<file path="src/acpu_pkg.sv">
// acpu_pkg: shared constants, operation codes and the execute result type
// for the accumulator cpu execute unit; no dependencies
`timescale 1ns / 1ps
`default_nettype none

package acpu_pkg;

  // data path and address widths
  localparam int DATA_W    = 8;
  localparam int OPC_W     = 5;
  localparam int SEL_W     = 3;
  localparam int ADDR_W    = SEL_W + DATA_W;
  localparam int NUM_REGS  = 1 << SEL_W;

  // data memory size; addresses at or beyond it read zero and drop stores
  localparam int MEM_DEPTH = 2048;
  localparam int MEM_AW    = $clog2(MEM_DEPTH);

  // stream payload widths
  localparam int IN_TDATA_W  = 16;
  localparam int OUT_TDATA_W = 24;

  // operation codes, opcode byte bits 7..3
  localparam logic [OPC_W-1:0] OP_NOP = 5'h00;
  localparam logic [OPC_W-1:0] OP_NOT = 5'h01;
  localparam logic [OPC_W-1:0] OP_LDR = 5'h02;
  localparam logic [OPC_W-1:0] OP_STR = 5'h03;
  localparam logic [OPC_W-1:0] OP_ORR = 5'h04;
  localparam logic [OPC_W-1:0] OP_AND = 5'h05;
  localparam logic [OPC_W-1:0] OP_XOR = 5'h06;
  localparam logic [OPC_W-1:0] OP_ADD = 5'h07;
  localparam logic [OPC_W-1:0] OP_BSL = 5'h08;
  localparam logic [OPC_W-1:0] OP_BSR = 5'h09;
  localparam logic [OPC_W-1:0] OP_BRL = 5'h0A;
  localparam logic [OPC_W-1:0] OP_BRR = 5'h0B;
  localparam logic [OPC_W-1:0] OP_LDI = 5'h11;
  localparam logic [OPC_W-1:0] OP_LDM = 5'h12;
  localparam logic [OPC_W-1:0] OP_STM = 5'h13;
  localparam logic [OPC_W-1:0] OP_JMP = 5'h14;
  localparam logic [OPC_W-1:0] OP_JC0 = 5'h15;
  localparam logic [OPC_W-1:0] OP_JC1 = 5'h16;
  localparam logic [OPC_W-1:0] OP_JA0 = 5'h1D;
  localparam logic [OPC_W-1:0] OP_JA1 = 5'h1E;

  // outcome of one instruction from the execute logic
  typedef struct packed {
    logic [DATA_W-1:0] acc;
    logic              carry;
    logic              jump_taken;
    logic [ADDR_W-1:0] jump_target;
    logic              reg_we;
    logic              mem_we;
  } exe_res_t;

endpackage

`default_nettype wire

</file>
<file path="src/acpu_alu.sv">
// acpu_alu: combinational execute logic of one instruction against the
// accumulator, carry, selected register and loaded memory byte; uses acpu_pkg
`timescale 1ns / 1ps
`default_nettype none

module acpu_alu (
  input  wire logic [acpu_pkg::OPC_W-1:0]  op,
  input  wire logic [acpu_pkg::SEL_W-1:0]  sel,
  input  wire logic [acpu_pkg::DATA_W-1:0] arg,
  input  wire logic [acpu_pkg::DATA_W-1:0] acc,
  input  wire logic                        carry,
  input  wire logic [acpu_pkg::DATA_W-1:0] reg_data,
  input  wire logic [acpu_pkg::DATA_W-1:0] mem_data,
  input  wire logic                        mem_ok,
  output acpu_pkg::exe_res_t               res
);

  logic [acpu_pkg::DATA_W:0] sum;
  logic                      jump;

  assign sum = {1'b0, acc} + {1'b0, reg_data};

  // operation decode and result
  always_comb begin
    res        = '0;
    res.acc    = acc;
    res.carry  = carry;
    jump       = 1'b0;
    case (op)
      acpu_pkg::OP_NOT: res.acc = ~acc;
      acpu_pkg::OP_LDR: res.acc = reg_data;
      acpu_pkg::OP_STR: res.reg_we = 1'b1;
      acpu_pkg::OP_LDM: res.acc = mem_data;
      acpu_pkg::OP_STM: res.mem_we = mem_ok;
      acpu_pkg::OP_LDI: res.acc = arg;
      acpu_pkg::OP_ORR: res.acc = acc | reg_data;
      acpu_pkg::OP_AND: res.acc = acc & reg_data;
      acpu_pkg::OP_XOR: res.acc = acc ^ reg_data;
      acpu_pkg::OP_ADD: begin
        res.acc   = sum[acpu_pkg::DATA_W-1:0];
        res.carry = sum[acpu_pkg::DATA_W];
      end
      acpu_pkg::OP_BSL: res.acc = {acc[acpu_pkg::DATA_W-2:0], 1'b0};
      acpu_pkg::OP_BSR: res.acc = {1'b0, acc[acpu_pkg::DATA_W-1:1]};
      acpu_pkg::OP_BRL: res.acc = {acc[acpu_pkg::DATA_W-2:0], acc[acpu_pkg::DATA_W-1]};
      acpu_pkg::OP_BRR: res.acc = {acc[0], acc[acpu_pkg::DATA_W-1:1]};
      acpu_pkg::OP_JMP: jump = 1'b1;
      acpu_pkg::OP_JC0: jump = ~carry;
      acpu_pkg::OP_JC1: jump = carry;
      acpu_pkg::OP_JA0: jump = (acc == '0);
      acpu_pkg::OP_JA1: jump = (acc != '0);
      default: ;
    endcase
    res.jump_taken  = jump;
    res.jump_target = jump ? {sel, arg} : '0;
  end

endmodule

`default_nettype wire

</file>
<file path="config.mk">
export PLATFORM = sky130hd
export DESIGN_NAME = acpu_alu
export DESIGN_NICKNAME = d
export VERILOG_FILES = /design/src/acpu_pkg.sv /design/src/acpu_alu.sv
export SDC_FILE = /design/constraint.sdc
export NUM_CORES = 1
export LEC_CHECK = 0
export BUFFER_PORTS_ARGS = -buffer_cell sky130_fd_sc_hd__clkbuf_2
export CORE_UTILIZATION = 45
export DETAILED_ROUTE_END_ITERATION = 12
export PLACE_DENSITY = 0.79
export SLEW_MARGIN = 20
export SYNTH_ARGS = -nofsm -noshare
export SYNTH_HDL_FRONTEND = slang
export SYNTH_SLANG_ARGS = --single-unit
</file>
<file path="constraint.sdc">
create_clock -name vclk -period 2.3
set_clock_uncertainty 0.05 [all_clocks]
set_input_delay 0.46 -clock vclk [all_inputs]
set_output_delay 0.46 -clock vclk [all_outputs]
set_load 0.02 [all_outputs]
</file>
==> summary.txt, run 1 <==
Placement
  – RD Place Congestion: ~1.1
  – Number of buffers added on ports: 65
  – Post-DP HPWL: 5660 um
  – Placed cells: 408

Floorplan
  – Die Wd: approximately 61 um
  – Top-Level Pins: 65
  – Starting Density: 49.0%
  – Die Height: between 60 and 70 um
  – Row count: 20

Global route
  – First-pass GRT wire length: around 18000 um
  – Vias in the first global route: around 3400
  – Total GRT Usage: between 60% and 70%
  – Largest net degree at the start of global routing: 13
  – Overflow after GRT: 29

Synth
  – Post-Syn Instances: ~230
  – Synth Warn #: 0
  – Syn_nets: 284
  – Synthesized area per cell: 6.87 um^2
  – Sequential fraction of the synthesis area: 0%
  – Synth Cell Area: roughly 1500 um^2
  – Area fraction of the dominant cell type after synthesis: 12.9%
  – Cell taking the most area after synthesis: ha_1
  – Largest cells by area after synthesis: ha_1, inv_1, and2_1
  – Unique masters post-synth: 58

Outcome
  – Err: [ERROR GRT-0116] Global routing finished with congestion. Check the congestion regions in the DRC Viewer.
  – Last step reached: global routing (5_1_grt)
  – Status: stopped before the end

Clocking
  – Hold buffers post-CTS: 0
## stage by stage
| stage | setup slack [ns] | instance area [um^2] | TNS, ns | util, % |
|---|---|---|---|---|
| CTS | -0.225 | 3050 | -3.76 | 96.8 |
| detailed placement | -0.363 | 2540 | -5.59 | 80.5 |
| global placement | -0.341 | 2540 | -4.95 | 80.5 |
| floorplan | -0.0403 | 1580 | -0.0693 | - |
## cells by family after synthesis
| group | share of synthesized area, % |
|---|---|
| buf+inv | 12.1 |
| mux | 3.88 |
| compound gates | 39.2 |
| fa+ha+maj | 14.2 |
| simple gates | 28.9 |
| xor+xnor | 1.70 |
## layer usage
metal	global-route usage [%]	GRT overflow
met1	68.2	0
met2	92.8	14
met3	44.3	0
met4	74.4	15
met5	0	0
## cell usage after synthesis, types with 2 or more instances
library cell,number
o2111ai_1,4
ha_1,16
nand3b_1,5
buf_6,2
o221ai_1,3
o31ai_1,2
o32ai_1,4
nand2b_1,7
and2_1,12
buf_2,6
xnor2_1,3
nor2b_1,6
a211o_1,2
a32oi_1,4
o2bb2ai_1,2
a32o_1,2
a31oi_1,3
nand2_1,17
o21ai_0,8
inv_1,22
and3_1,2
a21oi_1,10
o21a_1,2
a221oi_1,3
a22oi_1,2
o32a_1,2
buf_4,5
o211ai_1,2
nor2_1,14
nor4_1,3
clkbuf_1,2
a21o_1,5
mux2i_1,6
a211oi_1,4
o22ai_1,4
nand3_1,7
## repair_timing
| item | CTS |
|---|---|
| setup buffers | 14 |
| endpoints found under the hold margin | 0 |
| endpoints found under the setup margin | 21 |
| resized for setup | 88 |
| pin swaps | 26 |
==> inputs of run 2 (changes only) <==
--- a/config.mk
+++ b/config.mk
@@ -6,9 +6,9 @@
 export NUM_CORES = 1
 export LEC_CHECK = 0
 export BUFFER_PORTS_ARGS = -buffer_cell sky130_fd_sc_hd__clkbuf_2
-export CORE_UTILIZATION = 45
+export CORE_UTILIZATION = 30
 export DETAILED_ROUTE_END_ITERATION = 12
-export PLACE_DENSITY = 0.79
+export PLACE_DENSITY_LB_ADDON = 0.15
 export SLEW_MARGIN = 20
 export SYNTH_ARGS = -nofsm -noshare
 export SYNTH_HDL_FRONTEND = slang
==> constraint.sdc (replaced) <==
create_clock -name vclk -period 3
set_clock_uncertainty 0.05 [all_clocks]
set_input_delay 0.6 -clock vclk [all_inputs]
set_output_delay 0.6 -clock vclk [all_outputs]
set_load 0.02 [all_outputs]
==> summary.txt, run 2 <==
Outcome
  – Status: completed

STA
  – Actual slew at the worst max-slew pin: 0.532 ns
  – Slew HR: between 60 and 70%
  – Fin crit period: 2.92 ns
  – Max Freq: 342 MHz
  – Final Max Tran Viols: 0
  – Worst hold margin: between 1 and 1.5 ns
  – Setup violations, final: 0
  – Final Cycle Share: a little over nine tenths
  – Final worst slack: about 0.080 ns
  – Fin. Hold Viols: 0

Worst setup path
  – Crit path top cell by count: clkbuf_2
  – Req. time, crit path: about 2.4 ns
  – CP arrival: 2.27 ns
  – Worst-path cell chain: clkbuf_2 -> nor2b_1 -> nor2_2 -> o311ai_4 -> inv_2 -> a221o_1 -> clkbuf_2
  – Crit Path Category: input pin to output pin
  – Startpoint types: input pin
  – Endpoint class of the critical path: output pin
  – Worst path max stage delay: around 0.48 ns
  – CP max stage cell: o311ai_4
  – Crit-path max FO: 7

Floorplan
  – Die Height: 73.8 um (+22%)
  – Die Wd: 73.8 um (+22%)
  – Core Area: between 4000 and 5000 um^2
  – Die area: ~5400 um^2
  – Starting Density: 31.9% (-17 points)
  – Row count: 25 (+25%)
  – Top-Level Pins: 65 (unchanged)

Routing
  – Final ANT Viol Nets: 0
  – WL final: about 6200 um
  – Wire per inst: around 17 um
  – Via density: between 5 and 6
  – Drt initial violations: roughly 210
  – Via count: between 2000 and 2500
  – Drt drc: 0
  – DRT Pass-1 Iters: 5

Final layout
  – Fraction of layout cells with a size suffix above 1: 36.6%
  – CLK BUF: 0
  – Fill count: 530
  – Cell area after layout: ~2100 um^2
  – Syn-to-layout area delta: 39.0%
  – Final #Nets: between 300 and 400
  – Commonest non-fill, non-tap cells in the layout: clkbuf_2, buf_4, inv_1, nand2_1, ha_1
  – Layout Cells excl Fill: around 370
  – Multi-input logic area: 1410 um^2
  – Ant diodes: 0
  – Sequential cell count: 0
  – Sequential cell area: 0 um^2
  – Most common cell after layout, fill and taps aside: clkbuf_2

Synth
  – Synth Cell Area: 1550 um^2 (unchanged)
  – Most frequent cell after synthesis: inv_1
  – Synth Area in Adders: 14.2% (unchanged)
  – Simple-Gate Fraction of Synth Area: 28.9% (unchanged)
  – Sequential fraction of the synthesis area: 0% (unchanged)
  – Area fraction of the dominant cell type after synthesis: 12.9% (unchanged)
  – Largest family of logic cells by synthesized area: compound AO/OA/AOI/OAI gates
  – Post-synth top cells: inv_1, nand2_1, ha_1
  – Unique masters post-synth: 58 (unchanged)
  – Cell taking the most area after synthesis: ha_1
  – Largest cells by area after synthesis: ha_1, inv_1, and2_1
  – Mux contribution to synthesized area: 3.88% (unchanged)
  – Xor/xnor share of the synthesized area: 1.70% (unchanged)
  – Synth Warn #: 0 (unchanged)
  – Synth Area in Compound Gates: 39.2% (unchanged)
  – Post-Syn Instances: 225 (unchanged)
  – Synthesized area per cell: 6.87 um^2 (unchanged)
  – Syn_nets: 284 (unchanged)

Global route
  – Vias in the first global route: approximately 1800
  – Largest net degree at the start of global routing: 16
  – Overflow after GRT: 0
  – Initial antenna violation count: 0
  – Total GRT Usage: between 20% and 30%
  – First-pass GRT wire length: between 9000 and 10000 um

Placement
  – RD Place Congestion: 0.905 (-15%)
  – Placed cells: 373 (-8.6%)
  – Number of buffers added on ports: 65 (unchanged)
  – Post-DP HPWL: 5000 um (-12%)
  – Placed cell areas: 2090 um^2 (-17%)
  – Dpl ws: -0.0561 ns (+0.307 ns)

Min path
  – HP Class: input pin to output pin

Job
  – Max-Cap Viols: 0

Pwr
  – Cell area power density: 151 nW/um^2
  – Power, Total: around 320 uW
  – VDD IR max: 0.0579 mV
  – Leakage: approximately 0.0011 uW

Clocking
  – Setup repair bufs after CTS: 0 (-14)
  – Hold buffers post-CTS: 0 (unchanged)
[run 2: worst paths after layout]
check                  start      end  slack (ns)  cells after the start
worst max-delay path   op[0]  res[19]        0.08                      7
worst min-delay path  sel[1]  res[11]        1.48                      3
[run 2: cell type report]
cell class,count,share of cell area [%]
multi-input cells,186,65.4
well taps,67,3.90
inverters,23,4.02
repair buffers,97,26.7
[run 2: logic make-up (layout without fill, tap and decap cells)]
| group | count (synthesis) | after routing |
|---|---|---|
| buffers and inverters | 39 | 120 |
| and+or+nand+nor | 82 | 82 |
| adders and majority gates | 17 | 17 |
| xor gates and xnor gates | 3 | 3 |
| muxes | 6 | 6 |
| AOI/OAI and AO/OA | 78 | 78 |
[run 2: per-layer routing]
layer  global-route usage (%)  wire length (um)
met1                     34.1              2920
met2                     38.9              2890
met3                    0.274               378
met4                     1.28                37
met5                        0                 0
[run 2: what timing repair did]
item / 4_1_cts / 5_1_grt
cloned: 0 / 0
gates resized for setup: 3 / 13
pin swaps: 0 / 5
setup endpoints to repair: 10 / 15
[run 2: where the power goes]
group	switching, uW	internal (uW)	total (uW)
sequential	0	0	0
combinational	184	140	324
clock	0	0	0
[run 2: stage by stage]
| stage | setup TNS [ns] | utilization [%] |
|---|---|---|
| after floorplan | 0 | - |
| after global routing | -0.00149 | 44.3 |
| after global placement | -0.479 | 43.2 |
| final | 0 | 44.3 |
| after CTS | 0 | 43.4 |
| after detailed placement | -0.253 | 43.2 |
[run 2: worst max-delay path, delay by kind of cell]
| family | cells | cell delay (ns) |
|---|---|---|
| compound gates | 2 | 0.84 |
| buf+inv | 3 | 0.40 |
| simple gates | 2 | 0.43 |
No activity file was read; power rests on OpenSTA's default activity.
==> inputs of run 3 (changes only) <==
==> constraint.sdc (replaced) <==
create_clock -name vclk -period 3.8
set_clock_uncertainty 0.05 [all_clocks]
set_input_delay 0.76 -clock vclk [all_inputs]
set_output_delay 0.76 -clock vclk [all_outputs]
set_load 0.02 [all_outputs]
==> summary.txt, run 3 (synthesized netlist as in run 2, its figures left out) <==
Floorplan
  – Die Height: 73.8 um (unchanged)
  – Die area: 5450 um^2 (unchanged)
  – Core Area: 4850 um^2 (unchanged)
  – Row count: 25 (unchanged)
  – Top-Level Pins: 65 (unchanged)
  – Starting Density: 31.9% (unchanged)
  – Die Wd: 73.8 um (unchanged)

Final layout
  – Sequential cell area: 0 um^2 (unchanged)
  – Fill count: 551 (+4.0%)
  – CLK BUF: 0 (unchanged)
  – Ant diodes: 0 (unchanged)
  – Syn-to-layout area delta: 25.7%
  – Final #Nets: 347 (-5.4%)
  – Sequential cell count: 0 (unchanged)
  – Final Util: 40.1% (-4.2 points)
  – Commonest non-fill, non-tap cells in the layout: clkbuf_2, inv_1, nand2_1, ha_1, nor2_1
  – Fraction of layout cells with a size suffix above 1: 29.4% (-7.2 points)
  – Most common cell after layout, fill and taps aside: clkbuf_2

STA
  – Setup violations, final: 0 (unchanged)
  – Slew HR: 60.3% (-4.2 points)
  – Setup TNS: 0 ns (unchanged)
  – Actual slew at the worst max-slew pin: 0.594 ns (+0.0624 ns)
  – Final Cycle Share: between 90% and 100%
  – Max Freq: between 200 and 300 MHz
  – Fin. Hold Viols: 0 (unchanged)
  – Fin crit period: ~3.5 ns
  – Final Max Tran Viols: 0 (unchanged)
  – Unrepaired setup endpoints after global routing: false

Global route
  – Total GRT Usage: 23.1% (unchanged)
  – First-pass GRT wire length: 9730 um (+0.79%)
  – Largest net degree at the start of global routing: 17 (+1)
  – Vias in the first global route: 1846 (+0.27%)
  – Initial antenna violation count: 0 (unchanged)
  – Overflow after GRT: 0 (unchanged)

Worst setup path
  – Req. time, crit path: 2.99 ns (+0.64 ns)
  – Crit path top cell by count: clkbuf_2
  – CP max stage cell: ha_1
  – Cell family with most CP delay: compound AO/OA/AOI/OAI gates
  – Worst path max stage delay: 0.39 ns (-0.09 ns)
  – Worst-path cell chain: clkbuf_2 -> inv_1 -> ha_1 -> a21o_1 -> a31oi_1 -> a21oi_1 -> o21a_1 -> o31ai_1 -> clkbuf_2
  – Crit path buf inv count: 3 (unchanged)
  – CP arrival: 2.64 ns (+0.37 ns)
  – Endpoint class of the critical path: output pin
  – Crit-path max FO: 6 (-1)
  – Crit Path Category: input pin to output pin
  – Startpoint types: input pin

Placement
  – RD Place Congestion: 0.936 (+3.4%)
  – Post-DP HPWL: 4700 um (-5.9%)
  – Number of buffers added on ports: 65 (unchanged)

Pwr
  – Clock Power Share: 0% (unchanged)
  – Power Internal: 93.9 uW (-33%)
  – Leakage: 0.000959 uW (-10%)
  – VDD IR max: 0.0524 mV (-9.5%)
  – P_sw: 139 uW (-25%)
  – Combinational share of power: 100.0% (about the same)
  – Switching share of power: 59.6% (+2.7 points)
  – Cell area power density: 120 nW/um^2 (-21%)
  – Seq pwr share: 0% (unchanged)

Min path
  – HP Class: input pin to output pin

Clocking
  – Post-CTS sizing: 0 (-3)
  – Setup repair bufs after CTS: 0 (unchanged)
  – Hold buffers post-CTS: 0 (unchanged)

Routing
  – Via density: 5.69 (+2.3%)
  – Drt drc: 0 (unchanged)
  – Drt initial violations: 251 (+17%)
  – Wire per inst: 17.1 um (+2.6%)
  – Final ANT Viol Nets: 0 (unchanged)
  – DRT Pass-1 Iters: 4 (-1)
  – Via count: 2010 (-3.2%)
  – WL final: 6040 um (-2.9%)

Job
  – Max-Cap Viols: 0 (unchanged)

Outcome
  – Status: completed
-- run 3: per-stage QoR --
step           total power [uW]  std cells  area (um^2)  setup WS, ns  hold slack (ns)
3_5_place_dp                229        353         1940         0.380             1.80
5_1_grt                     255        353         1940         0.164             1.83
6_report                    233        353         1940         0.347             1.80
3_3_place_gp                230        353         1940         0.364             1.80
2_1_floorplan               149        225         1550         0.621             1.65
4_1_cts                     231        353         1940         0.362             1.80
-- run 3: layout make-up --
class              instances  area (um^2)  area share [%]
multi-input cells        186         1360            69.9
repair buffers            77          415            21.4
well taps                 67         83.8            4.31
inverters                 23         86.3            4.44
-- run 3: final timing paths --
kind,from,endpoint,slack (ns),depth (start not counted)
worst max-delay path,acc[4],res[22],0.35,9
worst min-delay path,sel[0],res[10],1.80,3
-- run 3: power groups by stage --
stage / logic [uW] / registers [uW] / clock network (uW)
final: 233 / 0 / 0
after detailed placement: 229 / 0 / 0
after CTS: 231 / 0 / 0
after global placement: 230 / 0 / 0
after global routing: 255 / 0 / 0
after floorplan: 149 / 0 / 0
-- run 3: layer usage --
| metal | up-vias | track usage [%] | share of wire [%] |
|---|---|---|---|
| met4 | 0 | 5.13 | 2.0 |
| li1 | 965 | - | - |
| met2 | 90 | 37.9 | 44 |
| met5 | - | 0 | 0 |
| met3 | 12 | 0.960 | 8.2 |
| met1 | 943 | 33.1 | 46 |
==> inputs of run 4 (changes only) <==
--- a/config.mk
+++ b/config.mk
@@ -5,6 +5,7 @@
 export SDC_FILE = /design/constraint.sdc
 export NUM_CORES = 1
 export LEC_CHECK = 0
+export ABC_AREA = 1
 export BUFFER_PORTS_ARGS = -buffer_cell sky130_fd_sc_hd__clkbuf_2
 export CORE_UTILIZATION = 30
 export DETAILED_ROUTE_END_ITERATION = 12
==> summary.txt, run 4 <==
Outcome
  – Status: completed

STA
  – Setup violations, final: 0 (unchanged)
  – Max Freq: 309 MHz (+6.9%)
  – Fin crit period: 3.23 ns (-0.221 ns)
  – Setup TNS: 0 ns (unchanged)
  – Actual slew at the worst max-slew pin: 0.539 ns (-0.0548 ns)
  – Worst hold margin: 1.76 ns (-0.0375 ns)
  – Fin. Hold Viols: 0 (unchanged)
  – Final Cycle Share: 85.0% (-5.8 points)
  – Unrepaired setup endpoints after global routing: false
  – Final worst slack: 0.568 ns (+0.221 ns)
  – Slew HR: 64.0% (+3.7 points)
  – Final Max Tran Viols: 0 (unchanged)

Synth
  – Sequential fraction of the synthesis area: 0% (unchanged)
  – Synth Cell Area: 1590 um^2 (+2.7%)
  – Unique masters post-synth: 23 (-60%)
  – Largest cells by area after synthesis: nand2_1, inv_1, ha_1
  – Post-Syn Instances: 317 (+41%)
  – Most frequent cell after synthesis: nand2_1
  – Post-synth top cells: nand2_1, inv_1, nor2_1
  – Syn_nets: 376 (+32%)
  – Cell taking the most area after synthesis: nand2_1
  – Synth Warn #: 0 (unchanged)
  – Area fraction of the dominant cell type after synthesis: 22.5% (+9.5 points)
  – Synthesized area per cell: 5.01 um^2 (-27%)

Worst setup path
  – Req. time, crit path: 2.99 ns (about the same)
  – Endpoint class of the critical path: output pin
  – Crit path buf inv count: 4 (+1)
  – Cell family with most CP delay: adder cells
  – CP arrival: 2.42 ns (-0.22 ns)
  – Startpoint types: input pin
  – CP max stage cell: fa_1
  – Worst path max stage delay: 0.35 ns (-0.04 ns)
  – Crit Path Category: input pin to output pin
  – Crit-path max FO: 6 (unchanged)
  – Worst-path cell chain: clkbuf_2 -> ha_1 -> inv_1 -> fa_1 -> inv_1 -> nand3_1 -> nand2_1 -> nand4_1 -> nand3_1 -> nand2_1 -> o21ai_0 -> clkbuf_2

Pwr
  – Seq pwr share: 0% (unchanged)
  – Leakage: 0.00114 uW (+19%)
  – Combinational share of power: 100.0% (about the same)
  – P_sw: 133 uW (-3.9%)
  – Power Internal: 70.5 uW (-25%)
  – Switching share of power: 65.4% (+5.8 points)
  – Clock Power Share: 0% (unchanged)
  – VDD IR max: 0.0439 mV (-16%)
  – Cell area power density: 104 nW/um^2 (-13%)
  – Power, Total: 204 uW (-12%)

Routing
  – Drt initial violations: 101 (-60%)
  – Via count: 2127 (+5.8%)
  – Drt drc: 0 (unchanged)
  – Final ANT Viol Nets: 0 (unchanged)
  – Via density: 4.75 (-17%)
  – DRT Pass-1 Iters: 4 (unchanged)
  – WL final: 5620 um (-7.0%)
  – Wire per inst: 12.5 um (-27%)

Placement
  – Dpl ws: 0.554 ns (+0.174 ns)
  – Post-DP HPWL: 4680 um (-0.38%)
  – RD Place Congestion: 0.946 (+1.0%)
  – Number of buffers added on ports: 65 (unchanged)

Floorplan
  – Die area: 5590 um^2 (+2.6%)
  – Core Area: 5110 um^2 (+5.3%)
  – Die Wd: 74.8 um (+1.3%)
  – Top-Level Pins: 65 (unchanged)
  – Die Height: 74.8 um (+1.3%)
  – Starting Density: 31.1% (-0.81 points)
  – Row count: 26 (+4.0%)

Job
  – Max-Cap Viols: 0 (unchanged)

Clocking
  – Setup repair bufs after CTS: 0 (unchanged)
  – Post-CTS sizing: 0 (unchanged)
  – Hold buffers post-CTS: 0 (unchanged)

Final layout
  – Commonest non-fill, non-tap cells in the layout: nand2_1, clkbuf_2, inv_1, nor2_1, nand3_1
  – Syn-to-layout area delta: 23.6%
  – Final Util: 38.4% (-1.7 points)
  – Ant diodes: 0 (unchanged)
  – Final #Nets: 439 (+27%)
  – Sequential cell area: 0 um^2 (unchanged)
  – Most common cell after layout, fill and taps aside: nand2_1
  – Sequential cell count: 0 (unchanged)
  – Fraction of layout cells with a size suffix above 1: 21.2% (-8.2 points)
  – CLK BUF: 0 (unchanged)
  – Fill count: 614 (+11%)

Min path
  – HP Class: input pin to output pin

Global route
  – First-pass GRT wire length: 8910 um (-8.4%)
  – Total GRT Usage: 20.4% (-2.7 points)
  – Largest net degree at the start of global routing: 13 (-4)
  – Overflow after GRT: 0 (unchanged)
  – Vias in the first global route: 1868 (+1.2%)
  – Initial antenna violation count: 0 (unchanged)
## run 4: per-layer routing
| layer | GRT usage, % | routed length [um] | vias to the layer above |
|---|---|---|---|
| met4 | 0 | 0 | 0 |
| met1 | 29.9 | 2810 | 920 |
| li1 | - | - | 1135 |
| met2 | 35.4 | 2530 | 72 |
| met3 | 0.268 | 285 | 0 |
| met5 | 0 | 0 | - |
## run 4: kinds of logic (layout without fill, tap and decap cells)
family                   after synthesis  in the layout  synth area share, %
AO/OA/AOI/OAI                         40             40                 13.2
adder cells (fa/ha/maj)               17             17                 13.9
buffers and inverters                 67            128                 17.5
AND/OR/NAND/NOR                      193            193                 55.5
## run 4: path summary, 6_finish.rpt
path,startpoint,depth (start not counted),to
setup / recovery,acc[0],12,res[14]
hold / removal,sel[2],4,res[12]
## run 4: metrics by stage
| step | instance area, um^2 | std cells |
|---|---|---|
| after floorplan | 1590 | 317 |
| after global placement | 1960 | 448 |
| after detailed placement | 1960 | 448 |
| after CTS | 1960 | 448 |
| after global routing | 1960 | 448 |
| final | 1960 | 448 |
## run 4: power groups by stage
| stage | Sequential, uW | Combinational [uW] | Clock (uW) |
|---|---|---|---|
| detailed placement | 0 | 203 | 0 |
| finish | 0 | 204 | 0 |
| floorplan | 0 | 131 | 0 |
| global placement | 0 | 203 | 0 |
| CTS | 0 | 204 | 0 |
| global route | 0 | 230 | 0 |
## run 4: final cells by class
cell class	count	area, um^2	area share, %
Inverter	62	233	11.9
Multi-Input combinational cell	250	1310	66.7
Tap cell	70	87.6	4.46
Timing Repair Buffer	66	333	17.0
